==> config.mk <==
export PLATFORM = sky130hd
export DESIGN_NAME = line_pixel_rasterizer_flat
export DESIGN_NICKNAME = d
export VERILOG_FILES = /design/src/hdl/lpr_pkg.sv /design/src/hdl/lpr_if.sv /design/src/hdl/line_pixel_rasterizer.sv /design/src/hdl/lpr_input_stage.sv /design/src/hdl/lpr_core.sv /design/src/flat_wrapper.sv
export SDC_FILE = /design/constraint.sdc
export NUM_CORES = 1
export LEC_CHECK = 0
export ABC_AREA = 0
export BUFFER_PORTS_ARGS = -buffer_cell sky130_fd_sc_hd__buf_2
export CORE_ASPECT_RATIO = 0.6
export CORE_MARGIN = 5
export CORE_UTILIZATION = 40
export CTS_CLUSTER_SIZE = 14
export DETAILED_ROUTE_END_ITERATION = 12
export PLACE_DENSITY = 0.68
export REMOVE_ABC_BUFFERS = 1
export SYNTH_ARGS = -nofsm -noshare
export SYNTH_HDL_FRONTEND = slang
export SYNTH_HIERARCHICAL = 1
export SYNTH_SLANG_ARGS = --single-unit
==> constraint.sdc <==
create_clock -name clk -period 5.9 [get_ports clk]
set_input_delay 0.59 -clock clk [delete_from_list [all_inputs] [get_ports clk]]
set_output_delay 0.59 -clock clk [all_outputs]
set_load 0.01 [all_outputs]
==> src/hdl/lpr_pkg.sv <==
// ----------------------------------------------------------------------------
// lpr_pkg: shared types and constants for the line pixel rasterizer
// Holds the coordinate widths, command codes, step direction codes and the
// per-axis setup and advance functions.
// ----------------------------------------------------------------------------
package lpr_pkg;

    localparam int COORD_BITS = 10;
    localparam int ERR_BITS   = COORD_BITS + 1;
    localparam int COLOR_BITS = 16;
    localparam int DIR_BITS   = 2;

    typedef logic [COORD_BITS-1:0] coord_t;
    typedef logic [ERR_BITS-1:0]   err_t;
    typedef logic [COLOR_BITS-1:0] color_t;
    typedef logic [DIR_BITS-1:0]   dir_t;

    // Command codes.
    localparam logic CMD_LOAD  = 1'b0;
    localparam logic CMD_PIXEL = 1'b1;

    // Step direction codes.
    localparam dir_t DIR_NONE = 2'd0;
    localparam dir_t DIR_UP   = 2'd1;
    localparam dir_t DIR_DOWN = 2'd3;

    // One command as held in the input register.
    typedef struct packed {
        logic   cmd;
        coord_t x_start;
        coord_t y_start;
        coord_t x_end;
        coord_t y_end;
        color_t color;
    } in_item_t;

    // Distance and direction of one axis.
    typedef struct packed {
        coord_t span;
        dir_t   dir;
    } axis_setup_t;

    // Error and position of one axis after a pixel.
    typedef struct packed {
        err_t   err;
        coord_t pos;
    } axis_state_t;

    // Absolute distance and direction code from one endpoint to the other.
    function automatic axis_setup_t axis_setup(input coord_t from, input coord_t to);
        axis_setup_t res;
        if (to > from)
        begin
            res.span = to - from;
            res.dir  = DIR_UP;
        end
        else if (to == from)
        begin
            res.span = '0;
            res.dir  = DIR_NONE;
        end
        else
        begin
            res.span = from - to;
            res.dir  = DIR_DOWN;
        end
        return res;
    endfunction

    // Accumulate the axis distance; when the error passes the major distance,
    // take it back down and move the coordinate one step.
    function automatic axis_state_t axis_advance(input err_t err, input coord_t span,
                                                 input dir_t dir, input coord_t major,
                                                 input coord_t pos);
        axis_state_t res;
        err_t        sum;
        sum     = err + {1'b0, span};
        res.err = sum;
        res.pos = pos;
        if (sum > {1'b0, major})
        begin
            res.err = sum - {1'b0, major};
            case (dir)
                DIR_UP:   res.pos = pos + coord_t'(1);
                DIR_DOWN: res.pos = pos - coord_t'(1);
                default:  res.pos = pos;
            endcase
        end
        return res;
    endfunction

endpackage

==> src/hdl/lpr_if.sv <==
// ----------------------------------------------------------------------------
// lpr_cmd_if / lpr_pix_if: valid/ready channels of the rasterizer
// The command channel carries load and pixel commands; the pixel channel
// carries the emitted pixels.
// ----------------------------------------------------------------------------
interface lpr_cmd_if;
    import lpr_pkg::*;

    logic   valid;
    logic   ready;
    logic   cmd;
    coord_t x_start;
    coord_t y_start;
    coord_t x_end;
    coord_t y_end;
    color_t pixel_color_in;

    modport source (output valid, cmd, x_start, y_start, x_end, y_end, pixel_color_in,
                    input ready);
    modport sink   (input valid, cmd, x_start, y_start, x_end, y_end, pixel_color_in,
                    output ready);
endinterface

interface lpr_pix_if;
    import lpr_pkg::*;

    logic   valid;
    logic   ready;
    coord_t pixel_x;
    coord_t pixel_y;
    color_t pixel_color;
    logic   last;

    modport source (output valid, pixel_x, pixel_y, pixel_color, last, input ready);
    modport sink   (input valid, pixel_x, pixel_y, pixel_color, last, output ready);
endinterface

==> src/hdl/line_pixel_rasterizer.sv <==
// ----------------------------------------------------------------------------
// line_pixel_rasterizer: error-accumulating line rasterizer
// Turns line load commands and pixel ticks into a stream of line pixels.
// ----------------------------------------------------------------------------
// Usage:
// The cmds channel takes commands. A load command (cmd = 0) sets up a new
// line from its endpoints and color and gives no pixel; it replaces any line
// still in progress. Each pixel command (cmd = 1) on an active line gives one
// transaction on the pixels channel; a line gives its major-axis distance
// plus two pixels, and the final one carries last. Pixel commands with no
// line active are consumed and give nothing.
// A pixel command passes through the input register and then the result
// register before it shows on the pixels channel. Throughput is one command
// per cycle while the receiver does not stall; the line state is updated
// between the input register and the result register.
// Reset clears the line state, so the block starts idle with both channels
// empty. When the receiver stalls, the pending pixel holds in the result
// register, one more command waits in the input register, and cmds.ready
// drops until the receiver takes the pixel.
// ----------------------------------------------------------------------------
module line_pixel_rasterizer
(
    input  logic       clk,
    input  logic       rst_n,
    lpr_cmd_if.sink    cmds,
    lpr_pix_if.source  pixels
);
    import lpr_pkg::*;

    logic     item_valid;
    in_item_t item;
    logic     advance;

    // Input register.
    lpr_input_stage u_input_stage
    (
        .clk        (clk),
        .rst_n      (rst_n),
        .cmds       (cmds),
        .advance    (advance),
        .item_valid (item_valid),
        .item       (item)
    );

    // Line state and result register.
    lpr_core u_core
    (
        .clk        (clk),
        .rst_n      (rst_n),
        .item_valid (item_valid),
        .item       (item),
        .advance    (advance),
        .pixels     (pixels)
    );

endmodule

==> src/hdl/lpr_input_stage.sv <==
// ----------------------------------------------------------------------------
// lpr_input_stage: input register of the rasterizer
// Captures one command transaction and holds it until the core takes it.
// ----------------------------------------------------------------------------
module lpr_input_stage
(
    input  logic             clk,
    input  logic             rst_n,
    lpr_cmd_if.sink          cmds,
    input  logic             advance,
    output logic             item_valid,
    output lpr_pkg::in_item_t item
);
    import lpr_pkg::*;

    logic     valid_reg;
    logic     valid_next;
    in_item_t item_reg;

    // The register is free when empty or when the core takes it this cycle.
    assign cmds.ready = !valid_reg || advance;

    always_comb
    begin
        valid_next = valid_reg;
        if (cmds.ready)
        begin
            valid_next = cmds.valid;
        end
    end

    always_ff @(posedge clk or negedge rst_n)
    begin
        if (!rst_n)
        begin
            valid_reg <= 1'b0;
        end
        else
        begin
            valid_reg <= valid_next;
        end
    end

    // Payload register, loaded on each accepted transaction.
    always_ff @(posedge clk)
    begin
        if (cmds.valid && cmds.ready)
        begin
            item_reg.cmd     <= cmds.cmd;
            item_reg.x_start <= cmds.x_start;
            item_reg.y_start <= cmds.y_start;
            item_reg.x_end   <= cmds.x_end;
            item_reg.y_end   <= cmds.y_end;
            item_reg.color   <= cmds.pixel_color_in;
        end
    end

    assign item_valid = valid_reg;
    assign item       = item_reg;

endmodule

==> src/hdl/lpr_core.sv <==
// ----------------------------------------------------------------------------
// lpr_core: line state, error accumulators and result register
// Applies one command per cycle (unless stalled) to the line state and loads
// the result register with the current pixel on each active-line pixel command.
// ----------------------------------------------------------------------------
module lpr_core
(
    input  logic              clk,
    input  logic              rst_n,
    input  logic              item_valid,
    input  lpr_pkg::in_item_t item,
    output logic              advance,
    lpr_pix_if.source         pixels
);
    import lpr_pkg::*;

    // Line state.
    coord_t col_reg, col_next;
    coord_t row_reg, row_next;
    err_t   col_err_reg, col_err_next;
    err_t   row_err_reg, row_err_next;
    coord_t abs_dx_reg, abs_dx_next;
    coord_t abs_dy_reg, abs_dy_next;
    dir_t   col_dir_reg, col_dir_next;
    dir_t   row_dir_reg, row_dir_next;
    coord_t major_reg, major_next;
    err_t   left_reg, left_next;
    color_t color_reg, color_next;
    logic   active_reg, active_next;

    // Result register.
    logic   out_valid_reg, out_valid_next;
    coord_t out_x_reg, out_x_next;
    coord_t out_y_reg, out_y_next;
    color_t out_color_reg, out_color_next;
    logic   out_last_reg, out_last_next;

    axis_setup_t set_x;
    axis_setup_t set_y;
    axis_state_t adv_x;
    axis_state_t adv_y;
    coord_t      major_new;
    logic        fire;

    // The result register is free when empty or being drained.
    assign advance = !out_valid_reg || pixels.ready;
    assign fire    = item_valid && advance;

    always_comb
    begin
        set_x     = axis_setup(item.x_start, item.x_end);
        set_y     = axis_setup(item.y_start, item.y_end);
        major_new = (set_x.span > set_y.span) ? set_x.span : set_y.span;
        adv_x     = axis_advance(col_err_reg, abs_dx_reg, col_dir_reg, major_reg, col_reg);
        adv_y     = axis_advance(row_err_reg, abs_dy_reg, row_dir_reg, major_reg, row_reg);
    end

    // Next-state logic for one command.
    always_comb
    begin
        col_next       = col_reg;
        row_next       = row_reg;
        col_err_next   = col_err_reg;
        row_err_next   = row_err_reg;
        abs_dx_next    = abs_dx_reg;
        abs_dy_next    = abs_dy_reg;
        col_dir_next   = col_dir_reg;
        row_dir_next   = row_dir_reg;
        major_next     = major_reg;
        left_next      = left_reg;
        color_next     = color_reg;
        active_next    = active_reg;
        out_valid_next = out_valid_reg && !pixels.ready;
        out_x_next     = out_x_reg;
        out_y_next     = out_y_reg;
        out_color_next = out_color_reg;
        out_last_next  = out_last_reg;

        if (fire)
        begin
            if (item.cmd == CMD_LOAD)
            begin
                abs_dx_next  = set_x.span;
                abs_dy_next  = set_y.span;
                col_dir_next = set_x.dir;
                row_dir_next = set_y.dir;
                major_next   = major_new;
                col_next     = item.x_start;
                row_next     = item.y_start;
                col_err_next = '0;
                row_err_next = '0;
                left_next    = {1'b0, major_new} + err_t'(2);
                color_next   = item.color;
                active_next  = 1'b1;
            end
            else if (active_reg)
            begin
                // Emit the current pixel, then step both accumulators.
                out_valid_next = 1'b1;
                out_x_next     = col_reg;
                out_y_next     = row_reg;
                out_color_next = color_reg;
                out_last_next  = (left_reg == err_t'(1));
                col_err_next   = adv_x.err;
                col_next       = adv_x.pos;
                row_err_next   = adv_y.err;
                row_next       = adv_y.pos;
                left_next      = left_reg - err_t'(1);
                if (left_next == '0)
                begin
                    active_next = 1'b0;
                end
            end
        end
    end

    always_ff @(posedge clk or negedge rst_n)
    begin
        if (!rst_n)
        begin
            col_reg       <= '0;
            row_reg       <= '0;
            col_err_reg   <= '0;
            row_err_reg   <= '0;
            abs_dx_reg    <= '0;
            abs_dy_reg    <= '0;
            col_dir_reg   <= DIR_NONE;
            row_dir_reg   <= DIR_NONE;
            major_reg     <= '0;
            left_reg      <= '0;
            color_reg     <= '0;
            active_reg    <= 1'b0;
            out_valid_reg <= 1'b0;
        end
        else
        begin
            col_reg       <= col_next;
            row_reg       <= row_next;
            col_err_reg   <= col_err_next;
            row_err_reg   <= row_err_next;
            abs_dx_reg    <= abs_dx_next;
            abs_dy_reg    <= abs_dy_next;
            col_dir_reg   <= col_dir_next;
            row_dir_reg   <= row_dir_next;
            major_reg     <= major_next;
            left_reg      <= left_next;
            color_reg     <= color_next;
            active_reg    <= active_next;
            out_valid_reg <= out_valid_next;
        end
    end

    // Result payload needs no reset.
    always_ff @(posedge clk)
    begin
        out_x_reg     <= out_x_next;
        out_y_reg     <= out_y_next;
        out_color_reg <= out_color_next;
        out_last_reg  <= out_last_next;
    end

    assign pixels.valid       = out_valid_reg;
    assign pixels.pixel_x     = out_x_reg;
    assign pixels.pixel_y     = out_y_reg;
    assign pixels.pixel_color = out_color_reg;
    assign pixels.last        = out_last_reg;

endmodule

==> src/flat_wrapper.sv <==
// flat-port wrapper written by rule: the top's interface ports become plain ports
module line_pixel_rasterizer_flat import lpr_pkg::*;
  (clk, rst_n, cmds_valid, cmds_cmd, cmds_x_start, cmds_y_start, cmds_x_end, cmds_y_end, cmds_pixel_color_in, cmds_ready, pixels_valid, pixels_pixel_x, pixels_pixel_y, pixels_pixel_color, pixels_last, pixels_ready);
  lpr_cmd_if cmds_i ();
  lpr_pix_if pixels_i ();
  input  logic clk;
  input  logic rst_n;
  input wire logic [$bits(cmds_i.valid)-1:0] cmds_valid;
  input wire logic [$bits(cmds_i.cmd)-1:0] cmds_cmd;
  input wire logic [$bits(cmds_i.x_start)-1:0] cmds_x_start;
  input wire logic [$bits(cmds_i.y_start)-1:0] cmds_y_start;
  input wire logic [$bits(cmds_i.x_end)-1:0] cmds_x_end;
  input wire logic [$bits(cmds_i.y_end)-1:0] cmds_y_end;
  input wire logic [$bits(cmds_i.pixel_color_in)-1:0] cmds_pixel_color_in;
  output wire logic [$bits(cmds_i.ready)-1:0] cmds_ready;
  output wire logic [$bits(pixels_i.valid)-1:0] pixels_valid;
  output wire logic [$bits(pixels_i.pixel_x)-1:0] pixels_pixel_x;
  output wire logic [$bits(pixels_i.pixel_y)-1:0] pixels_pixel_y;
  output wire logic [$bits(pixels_i.pixel_color)-1:0] pixels_pixel_color;
  output wire logic [$bits(pixels_i.last)-1:0] pixels_last;
  input wire logic [$bits(pixels_i.ready)-1:0] pixels_ready;
  assign cmds_i.valid = cmds_valid;
  assign cmds_i.cmd = cmds_cmd;
  assign cmds_i.x_start = cmds_x_start;
  assign cmds_i.y_start = cmds_y_start;
  assign cmds_i.x_end = cmds_x_end;
  assign cmds_i.y_end = cmds_y_end;
  assign cmds_i.pixel_color_in = cmds_pixel_color_in;
  assign cmds_ready = cmds_i.ready;
  assign pixels_valid = pixels_i.valid;
  assign pixels_pixel_x = pixels_i.pixel_x;
  assign pixels_pixel_y = pixels_i.pixel_y;
  assign pixels_pixel_color = pixels_i.pixel_color;
  assign pixels_last = pixels_i.last;
  assign pixels_i.ready = pixels_ready;
  line_pixel_rasterizer u_core (.clk(clk), .rst_n(rst_n), .cmds(cmds_i), .pixels(pixels_i));
endmodule
==> impl_results.html, run 1 <==
<table>
<tr><th>Metric</th><th>Value</th></tr>
<tr><th colspan="2">STA</th></tr>
<tr><td>Final period util</td><td>89.6%</td></tr>
<tr><td>Achievable Freq</td><td>189 MHz</td></tr>
<tr><td>Final worst clock skew</td><td>0.0122 ns</td></tr>
<tr><td>Post-Route Setup TNS</td><td>0 ns</td></tr>
<tr><td>Slew of the pin with the lowest slew margin</td><td>1.06 ns</td></tr>
<tr><td>Final hold violation count</td><td>0</td></tr>
<tr><td>Final Setup Violations</td><td>0</td></tr>
<tr><td>Unrepaired setup endpoints after global routing</td><td>false</td></tr>
<tr><td>Worst max-slew margin expressed relative to the limit</td><td>29.2%</td></tr>
<tr><td>Count of pins over their slew limit</td><td>0</td></tr>
<tr><td>Crit path time final</td><td>5.29 ns</td></tr>
<tr><th colspan="2">Outcome</th></tr>
<tr><td>Status</td><td>finished clean</td></tr>
<tr><th colspan="2">Setup path</th></tr>
<tr><td>Largest stage delay on the critical path</td><td>0.48 ns</td></tr>
<tr><td>Launch point of the worst reg-to-reg path</td><td>u_core/u_input_stage/item[46]</td></tr>
<tr><td>Worst reg2reg path depth</td><td>22</td></tr>
<tr><td>Worst-path cell with the longest stage delay</td><td>sky130_fd_sc_hd__edfxtp_1</td></tr>
<tr><td>Register-to-register path setup slack</td><td>0.61 ns</td></tr>
<tr><td>Critical path class</td><td>flip-flop to flip-flop</td></tr>
<tr><td>Top fanout value on the critical path</td><td>16</td></tr>
<tr><td>Reg-to-reg endpoint</td><td>u_core/u_core/left_reg[9]</td></tr>
<tr><td>Worst Path Arrival</td><td>5.67 ns</td></tr>
<tr><td>Total buffers and inverters traversed by the critical path</td><td>2</td></tr>
<tr><td>Kind of launch point of the worst setup path</td><td>flip-flop</td></tr>
<tr><td>Cells along the critical path</td><td>ha_1 -&gt; inv_1 -&gt; fa_1 -&gt; a21o_1 -&gt; a221oi_2 -&gt; o21ai_2 -&gt; nor2b_1 -&gt; a22oi_1 -&gt; mux2i_1 -&gt; buf_4 -&gt; ha_1 -&gt; a21o_1 -&gt; a21o_1 -&gt; a21oi_1 -&gt; a22oi_1 -&gt; nand2_2 -&gt; mux2_2 -&gt; ha_1 -&gt; nand3_1 -&gt; xnor2_1 -&gt; mux2i_1 -&gt; a21oi_1</td></tr>
<tr><td>CP Capture Type</td><td>flip-flop</td></tr>
<tr><td>Cell class contributing the biggest share of worst-path delay</td><td>compound AO/OA/AOI/OAI gates</td></tr>
<tr><td>Data required, critical path</td><td>6.28 ns</td></tr>
<tr><th colspan="2">Detailed routing</th></tr>
<tr><td>Via Count</td><td>9213</td></tr>
<tr><td>Post-route ant nets</td><td>0</td></tr>
<tr><td>First-pass iteration count of the detailed router</td><td>5</td></tr>
<tr><td>Uppermost signal routing layer after detailed routing</td><td>met4</td></tr>
<tr><td>Wirelength, routed</td><td>29800 um</td></tr>
<tr><td>Detailed-route wire length on metal 1</td><td>15400 um</td></tr>
<tr><td>Wire length on met2</td><td>12400 um</td></tr>
<tr><td>Avg WL per Cell</td><td>17.1 um</td></tr>
<tr><td>Met3 wire length</td><td>1640 um</td></tr>
<tr><td>Remaining DRCs</td><td>0</td></tr>
<tr><td>Via density per instance</td><td>5.28</td></tr>
<tr><td>First DRT Iteration DRCs</td><td>859</td></tr>
<tr><th colspan="2">Die</th></tr>
<tr><td>Top Ports</td><td>100</td></tr>
<tr><td>Initial core utilization</td><td>40.5%</td></tr>
<tr><td>Full die area</td><td>34000 um2</td></tr>
<tr><td>Die X-Extent</td><td>235 um</td></tr>
<tr><td>Row cnt</td><td>49</td></tr>
<tr><td>Height of the die</td><td>145 um</td></tr>
<tr><td>Area of the core</td><td>29900 um2</td></tr>
<tr><th colspan="2">Finish</th></tr>
<tr><td># nets final</td><td>1502</td></tr>
<tr><td>Top library cells by usage in the layout, fill and taps aside</td><td>sky130_fd_sc_hd__nand2_1 (188), sky130_fd_sc_hd__ha_1 (106), sky130_fd_sc_hd__dfrtp_1 (106)</td></tr>
<tr><td>Area added between synthesis and finish</td><td>12.9%</td></tr>
<tr><td>Most common cell after layout, fill and taps aside</td><td>sky130_fd_sc_hd__nand2_1</td></tr>
<tr><td>Share of cells above drive strength 1</td><td>12.9%</td></tr>
<tr><td>Number of antenna diodes</td><td>0</td></tr>
<tr><td>Flip-flop count of the largest register after layout</td><td>57</td></tr>
<tr><th colspan="2">Synth</th></tr>
<tr><td>Count of state elements after synthesis</td><td>200</td></tr>
<tr><td>Cell count after synthesis</td><td>1228</td></tr>
<tr><td>Dominant combinational cell family by area after synthesis</td><td>compound AO/OA/AOI/OAI gates</td></tr>
<tr><td>Multiplexer area fraction after synthesis</td><td>4.97%</td></tr>
<tr><td>Fraction of the mapped netlist area in adder cells</td><td>12.7%</td></tr>
<tr><td>Synthesized-area fraction occupied by ao, oa, aoi and oai cells</td><td>14.9%</td></tr>
<tr><td>Unique cell type count in the Yosys netlist</td><td>67</td></tr>
<tr><td>Synthesized area divided by synthesized cell count</td><td>9.86 um2</td></tr>
<tr><td>Simple-gate area share of the yosys netlist</td><td>13.5%</td></tr>
<tr><td>Fraction of the yosys area taken by sequential cells</td><td>45.2%</td></tr>
<tr><td>Number of warnings issued by yosys</td><td>6</td></tr>
<tr><td>Share of flip-flops with an asynchronous set or reset after synthesis</td><td>53.0%</td></tr>
<tr><td>Synth Cell Area</td><td>12100 um2</td></tr>
<tr><td>Post-Synth XOR/XNOR Area</td><td>4.27%</td></tr>
<tr><td>Most used flip-flop cell after synthesis</td><td>sky130_fd_sc_hd__dfrtp_1</td></tr>
<tr><td>Number of synthesized flops with an enable pin</td><td>94</td></tr>
<tr><th colspan="2">Clocking</th></tr>
<tr><td>Clock net sink count</td><td>200</td></tr>
<tr><td>Register clock-pin slew on the reported worst setup and hold paths</td><td>0.08 ns</td></tr>
<tr><td>Total CTS buffers</td><td>17</td></tr>
<tr><td>Latest clock arrival within the worst-skew pair</td><td>0.46 ns</td></tr>
<tr><td>Clock H-tree levels</td><td>4</td></tr>
<tr><td>Number of hold-repair buffers added at the cts stage</td><td>0</td></tr>
<tr><td>Root Buffer Master</td><td>sky130_fd_sc_hd__clkbuf_16</td></tr>
<tr><td>Resized Gates After CTS</td><td>0</td></tr>
<tr><td>Post-CTS Repair Setup Buffers</td><td>0</td></tr>
<tr><td>Worst-case clock buffer depth</td><td>2</td></tr>
<tr><td>Clock tree from TritonCTS</td><td>yes</td></tr>
<tr><th colspan="2">Power</th></tr>
<tr><td>Worst ir drop on vdd</td><td>0.265 mV</td></tr>
<tr><td>Total power</td><td>7.08 mW</td></tr>
<tr><td>PwrDens</td><td>517 nW/um2</td></tr>
<tr><td>Leakage power of the design</td><td>6.32 nW</td></tr>
<tr><th colspan="2">Placement</th></tr>
<tr><td>Last weighted congestion value of the routability-driven placer</td><td>0.973</td></tr>
<tr><td>Number of I/O port buffers</td><td>99</td></tr>
<tr><td>Dpl hpwl</td><td>21600 um</td></tr>
<tr><th colspan="2">GRT</th></tr>
<tr><td>Pin count of the biggest net entering global routing</td><td>60</td></tr>
<tr><td>Total global routing overflow</td><td>0</td></tr>
<tr><td>Vias in the first global route</td><td>9005</td></tr>
<tr><td>Overall fraction of global-route tracks in use</td><td>17.6%</td></tr>
<tr><td>Initial antenna violation count</td><td>0</td></tr>
<tr><td>Global-route wire length before repair</td><td>48200 um</td></tr>
<tr><th colspan="2">Worst hold path</th></tr>
<tr><td>Min-Delay Path Class</td><td>input pin to async pin</td></tr>
<tr><th colspan="2">Run</th></tr>
<tr><td>Max_cap viols</td><td>0</td></tr>
</table>
==> through the flow <==
step	util, %	area (um2)	hold slack (ns)	std cells	setup slack (ns)
CTS	45.7	13700	0.257	1746	0.747
global route	45.7	13700	0.287	1746	0.322
detailed placement	43.7	13100	0.422	1714	0.798
floorplan	-	12000	0.294	1192	1.05
global placement	43.7	13100	0.419	1714	0.973
finish	45.7	13700	0.231	1746	0.612
==> cell usage after synthesis, types with 10 or more instances <==
cell type | number | share of area (%)
sky130_fd_sc_hd__nand2_1 | 188 | 5.8
sky130_fd_sc_hd__dfrtp_1 | 106 | 22
sky130_fd_sc_hd__ha_1 | 106 | 11
sky130_fd_sc_hd__inv_1 | 104 | 3.2
sky130_fd_sc_hd__edfxtp_1 | 94 | 23
sky130_fd_sc_hd__o21ai_0 | 94 | 3.9
sky130_fd_sc_hd__a21oi_1 | 71 | 2.9
sky130_fd_sc_hd__nor2_1 | 65 | 2.0
sky130_fd_sc_hd__mux2i_1 | 46 | 3.8
sky130_fd_sc_hd__xnor2_1 | 42 | 3.0
sky130_fd_sc_hd__a21o_1 | 22 | 1.4
sky130_fd_sc_hd__clkbuf_1 | 21 | 0.65
sky130_fd_sc_hd__nand3_1 | 19 | 0.79
sky130_fd_sc_hd__nor2b_1 | 18 | 0.93
sky130_fd_sc_hd__nor3_1 | 18 | 0.74
sky130_fd_sc_hd__o21bai_1 | 18 | 1.1
sky130_fd_sc_hd__xor2_1 | 17 | 1.2
sky130_fd_sc_hd__o21a_1 | 14 | 0.87
sky130_fd_sc_hd__o22ai_1 | 12 | 0.62
sky130_fd_sc_hd__nand4_1 | 11 | 0.57
sky130_fd_sc_hd__fa_1 | 10 | 1.7
sky130_fd_sc_hd__nand2b_1 | 10 | 0.52
==> how the worst max path moves through the flow <==
stage                                       start                         to  slack (ns)  cells after the start
floorplan           u_core/u_input_stage/item[16]  u_core/u_core/left_reg[9]        1.05                     22
global placement    u_core/u_input_stage/item[46]  u_core/u_core/left_reg[9]        0.97                     22
detailed placement  u_core/u_input_stage/item[46]  u_core/u_core/left_reg[9]        0.80                     22
CTS                 u_core/u_input_stage/item[46]  u_core/u_core/left_reg[9]        0.75                     22
global route        u_core/u_input_stage/item[46]  u_core/u_core/left_reg[9]        0.32                     22
finish              u_core/u_input_stage/item[46]  u_core/u_core/left_reg[9]        0.61                     22
==> cell type report <==
type                            instances  area, um2
Clock buffer                           19        454
Clock inverter                         13        130
Fill cell                            2848      16200
Inverter                              104        390
Multi-Input combinational cell        888       6100
Sequential cell                       200       5480
Tap cell                              408        510
Timing Repair Buffer                  114        611
==> layer usage <==
metal | vias up | GRT usage [%]
met5 | - | 0
met4 | 0 | 4.61
met1 | 4413 | 26.4
li1 | 4503 | -
met3 | 35 | 3.96
met2 | 262 | 25.7
==> worst reg2reg max path, delay by kind of cell (launching register included) <==
kind	cells	cell delay, ns
multiplexers	3	0.68
adder cells (fa/ha/maj)	4	1.13
AO/OA/AOI/OAI	9	1.98
AND/OR/NAND/NOR	3	0.60
flip-flops	1	0.48
XOR/XNOR	1	0.12
buffers and inverters	2	0.23
==> power breakdown <==
part	total, mW	internal [mW]	leakage (nW)	switching (mW)
registers	2.07	1.82	2.19	0.252
clock network	1.18	0.618	0.280	0.563
logic	3.82	1.63	3.84	2.19
total	7.08	4.07	6.32	3.01
==> logic make-up (layout without fill, tap and decap cells) <==
| group | count (synthesis) | after routing |
|---|---|---|
| and+or+nand+nor | 364 | 364 |
| buffers and inverters | 140 | 250 |
| muxes | 58 | 58 |
| AOI/OAI and AO/OA | 290 | 290 |
| DFF | 200 | 200 |
| xor gates and xnor gates | 59 | 59 |
| adders and majority gates | 117 | 117 |
(Power assumes the default switching activity.)
==> run 2, diff against run 1 <==
--- a/config.mk
+++ b/config.mk
@@ -8,7 +8,6 @@
 export ABC_AREA = 0
 export BUFFER_PORTS_ARGS = -buffer_cell sky130_fd_sc_hd__buf_2
 export CORE_ASPECT_RATIO = 0.6
-export CORE_MARGIN = 5
 export CORE_UTILIZATION = 40
 export CTS_CLUSTER_SIZE = 14
 export DETAILED_ROUTE_END_ITERATION = 12
==> impl_results.html, run 2 (synthesized netlist as in run 1, its figures left out) <==
<table>
<tr><th>Metric</th><th>Value</th></tr>
<tr><th colspan="2">Setup path</th></tr>
<tr><td>Worst-path cell with the longest stage delay</td><td>sky130_fd_sc_hd__mux2i_1</td></tr>
<tr><td>Top fanout value on the critical path</td><td>12</td></tr>
<tr><td>Cells along the critical path</td><td>inv_1 -&gt; ha_1 -&gt; inv_1 -&gt; fa_1 -&gt; a21o_1 -&gt; a221oi_2 -&gt; o21ai_2 -&gt; a22oi_1 -&gt; mux2i_1 -&gt; inv_1 -&gt; ha_1 -&gt; a21o_1 -&gt; a21oi_1 -&gt; a22oi_1 -&gt; nand2_2 -&gt; mux2_2 -&gt; ha_1 -&gt; nand3_1 -&gt; xnor2_1 -&gt; mux2i_1 -&gt; a21oi_1</td></tr>
<tr><td>Kind of launch point of the worst setup path</td><td>flip-flop</td></tr>
<tr><td>Critical path class</td><td>flip-flop to flip-flop</td></tr>
<tr><td>Worst reg2reg path depth</td><td>21</td></tr>
<tr><td>Data required, critical path</td><td>6.21 ns</td></tr>
<tr><td>Worst Path Arrival</td><td>5.60 ns</td></tr>
<tr><td>CP Capture Type</td><td>flip-flop</td></tr>
<tr><td>Largest stage delay on the critical path</td><td>0.56 ns</td></tr>
<tr><th colspan="2">Detailed routing</th></tr>
<tr><td>First-pass iteration count of the detailed router</td><td>5</td></tr>
<tr><td>Via Count</td><td>9311</td></tr>
<tr><td>Via density per instance</td><td>5.35</td></tr>
<tr><td>Remaining DRCs</td><td>0</td></tr>
<tr><td>First DRT Iteration DRCs</td><td>993</td></tr>
<tr><td>Wirelength, routed</td><td>30700 um</td></tr>
<tr><td>Post-route ant nets</td><td>0</td></tr>
<tr><td>Avg WL per Cell</td><td>17.6 um</td></tr>
<tr><th colspan="2">Power</th></tr>
<tr><td>Sw frac</td><td>43.1%</td></tr>
<tr><td>PwrDens</td><td>523 nW/um2</td></tr>
<tr><td>Cell Int Power</td><td>4.08 mW</td></tr>
<tr><td>Worst ir drop on vdd</td><td>0.261 mV</td></tr>
<tr><td>Net switching power figure</td><td>3.08 mW</td></tr>
<tr><td>Part of the total power dissipated in the clock network</td><td>16.7%</td></tr>
<tr><td>Sequential share of power</td><td>29.0%</td></tr>
<tr><td>Combinational fraction of design power</td><td>54.3%</td></tr>
<tr><td>Total power</td><td>7.16 mW</td></tr>
<tr><td>Leakage power of the design</td><td>6.34 nW</td></tr>
<tr><th colspan="2">STA</th></tr>
<tr><td>Worst hold slack across all endpoints</td><td>0.221 ns</td></tr>
<tr><td>Worst max-slew margin expressed relative to the limit</td><td>36.9%</td></tr>
<tr><td>Final hold violation count</td><td>0</td></tr>
<tr><td>Final period util</td><td>89.7%</td></tr>
<tr><td>Count of pins over their slew limit</td><td>0</td></tr>
<tr><td>Final worst clock skew</td><td>0.0100 ns</td></tr>
<tr><td>Final Setup Violations</td><td>0</td></tr>
<tr><td>Crit path time final</td><td>5.29 ns</td></tr>
<tr><td>Achievable Freq</td><td>189 MHz</td></tr>
<tr><td>Slew of the pin with the lowest slew margin</td><td>0.942 ns</td></tr>
<tr><td>Unrepaired setup endpoints after global routing</td><td>false</td></tr>
<tr><td>Post-Route Setup TNS</td><td>0 ns</td></tr>
<tr><td>Final critical-path setup slack</td><td>0.608 ns</td></tr>
<tr><th colspan="2">Die</th></tr>
<tr><td>Full die area</td><td>31000 um2</td></tr>
<tr><td>Die X-Extent</td><td>227 um</td></tr>
<tr><td>Row cnt</td><td>48</td></tr>
<tr><td>Height of the die</td><td>137 um</td></tr>
<tr><td>Area of the core</td><td>29200 um2</td></tr>
<tr><td>Top Ports</td><td>100</td></tr>
<tr><td>Initial core utilization</td><td>41.4%</td></tr>
<tr><th colspan="2">GRT</th></tr>
<tr><td>Vias in the first global route</td><td>8892</td></tr>
<tr><td>Total global routing overflow</td><td>0</td></tr>
<tr><td>Overall fraction of global-route tracks in use</td><td>20.4%</td></tr>
<tr><td>Initial antenna violation count</td><td>0</td></tr>
<tr><td>Pin count of the biggest net entering global routing</td><td>81</td></tr>
<tr><td>Global-route wire length before repair</td><td>48400 um</td></tr>
<tr><th colspan="2">Placement</th></tr>
<tr><td>Dpl hpwl</td><td>22400 um</td></tr>
<tr><td>Last weighted congestion value of the routability-driven placer</td><td>0.930</td></tr>
<tr><td>Post-place setup slack</td><td>0.783 ns</td></tr>
<tr><td>Number of I/O port buffers</td><td>99</td></tr>
<tr><th colspan="2">Finish</th></tr>
<tr><td># nets final</td><td>1506</td></tr>
<tr><td>Most common cell after layout, fill and taps aside</td><td>sky130_fd_sc_hd__nand2_1</td></tr>
<tr><td>Share of cells above drive strength 1</td><td>13.1%</td></tr>
<tr><td>Number of inserted filler cells in the final layout</td><td>2720</td></tr>
<tr><td>Footprint of the multi-input gates</td><td>6100 um2</td></tr>
<tr><td>Top library cells by usage in the layout, fill and taps aside</td><td>sky130_fd_sc_hd__nand2_1 (188), sky130_fd_sc_hd__ha_1 (106), sky130_fd_sc_hd__dfrtp_1 (106)</td></tr>
<tr><td>Number of antenna diodes</td><td>0</td></tr>
<tr><td>Final Util</td><td>46.8%</td></tr>
<tr><td>Area added between synthesis and finish</td><td>13.1%</td></tr>
<tr><td>Combined flip-flop and latch cell area</td><td>5480 um2</td></tr>
<tr><td>Flip-flop count of the largest register after layout</td><td>57</td></tr>
<tr><th colspan="2">Clocking</th></tr>
<tr><td>Total CTS buffers</td><td>17</td></tr>
<tr><td>Number of hold-repair buffers added at the cts stage</td><td>0</td></tr>
<tr><td>Latest clock arrival within the worst-skew pair</td><td>0.46 ns</td></tr>
<tr><td>Post-CTS Repair Setup Buffers</td><td>0</td></tr>
<tr><td>Clock H-tree levels</td><td>4</td></tr>
<tr><td>Register clock-pin slew on the reported worst setup and hold paths</td><td>0.08 ns</td></tr>
<tr><td>Worst-case clock buffer depth</td><td>2</td></tr>
<tr><td>Root Buffer Master</td><td>sky130_fd_sc_hd__clkbuf_16</td></tr>
<tr><td>Resized Gates After CTS</td><td>0</td></tr>
<tr><td>Clock tree from TritonCTS</td><td>yes</td></tr>
<tr><td>Clock net sink count</td><td>200</td></tr>
<tr><th colspan="2">Outcome</th></tr>
<tr><td>Status</td><td>finished clean</td></tr>
<tr><th colspan="2">Run</th></tr>
<tr><td>Max_cap viols</td><td>0</td></tr>
<tr><th colspan="2">Worst hold path</th></tr>
<tr><td>Min-Delay Path Class</td><td>input pin to async pin</td></tr>
</table>
-- run 2: cell types whose count changed in the layout (fill, tap and decap cells not counted), sizes merged --
| cell | delta |
|---|---|
| buf | +4 |
| clkinvlp | -1 |
| clkinv | +1 |
-- run 2: power groups by stage --
stage          Sequential [mW]  Combinational [mW]  Clock [mW]
4_1_cts                   2.07                3.86        1.22
6_report                  2.08                3.89        1.20
2_1_floorplan             2.04                2.89           0
3_3_place_gp              2.09                3.73           0
5_1_grt                   2.12                4.34        1.27
3_5_place_dp              2.10                3.82           0
-- run 2: critical path, delay by kind of cell (launching register included) --
family                     cells  cell delay, ns
adders and majority gates      4            1.20
AOI/OAI and AO/OA              8            1.84
buffers and inverters          3            0.28
muxes                          3            1.07
DFF                            1            0.41
and+or+nand+nor                2            0.27
xor gates and xnor gates       1            0.07
-- run 2: routing by layer --
layer  track usage, %  wire length [um]  vias up
met5                0                 0        -
li1                 -                 -     4526
met2             27.9             12400      299
met4             4.47               298        0
met3             5.45              2260       21
met1             31.3             15700     4465
-- run 2: layout make-up --
| class | count | area share, % |
|---|---|---|
| repair buffers | 118 | 4.68 |
| flip-flops and latches | 200 | 40.0 |
| clock buffers | 19 | 3.16 |
| well taps | 400 | 3.65 |
| inverters | 104 | 2.85 |
| multi-input cells | 888 | 44.5 |
| clock inverters | 13 | 1.16 |
-- run 2: worst paths after layout --
check / start / to / slack (ns)
worst min register to register: u_core/u_input_stage/item[14] / u_core/u_core/color_reg[14] / 0.44
worst max-delay path: u_core/u_input_stage/item[16] / u_core/u_core/left_reg[9] / 0.61
max in group asynchronous: rst_n / u_core/u_core/col_reg[2] / 4.48
worst min-delay path: rst_n / u_core/u_core/row_err_reg[3] / 0.22
min in group clk: cmds_x_end[3] / u_core/u_input_stage/item[29] / 0.30
worst max register to register: u_core/u_input_stage/item[16] / u_core/u_core/left_reg[9] / 0.61
-- run 2: stage by stage --
stage / std cells / area, um2
6_report: 1742 / 13700
4_1_cts: 1742 / 13700
3_5_place_dp: 1710 / 13100
3_3_place_gp: 1710 / 13100
2_1_floorplan: 1192 / 12000
5_1_grt: 1742 / 13700
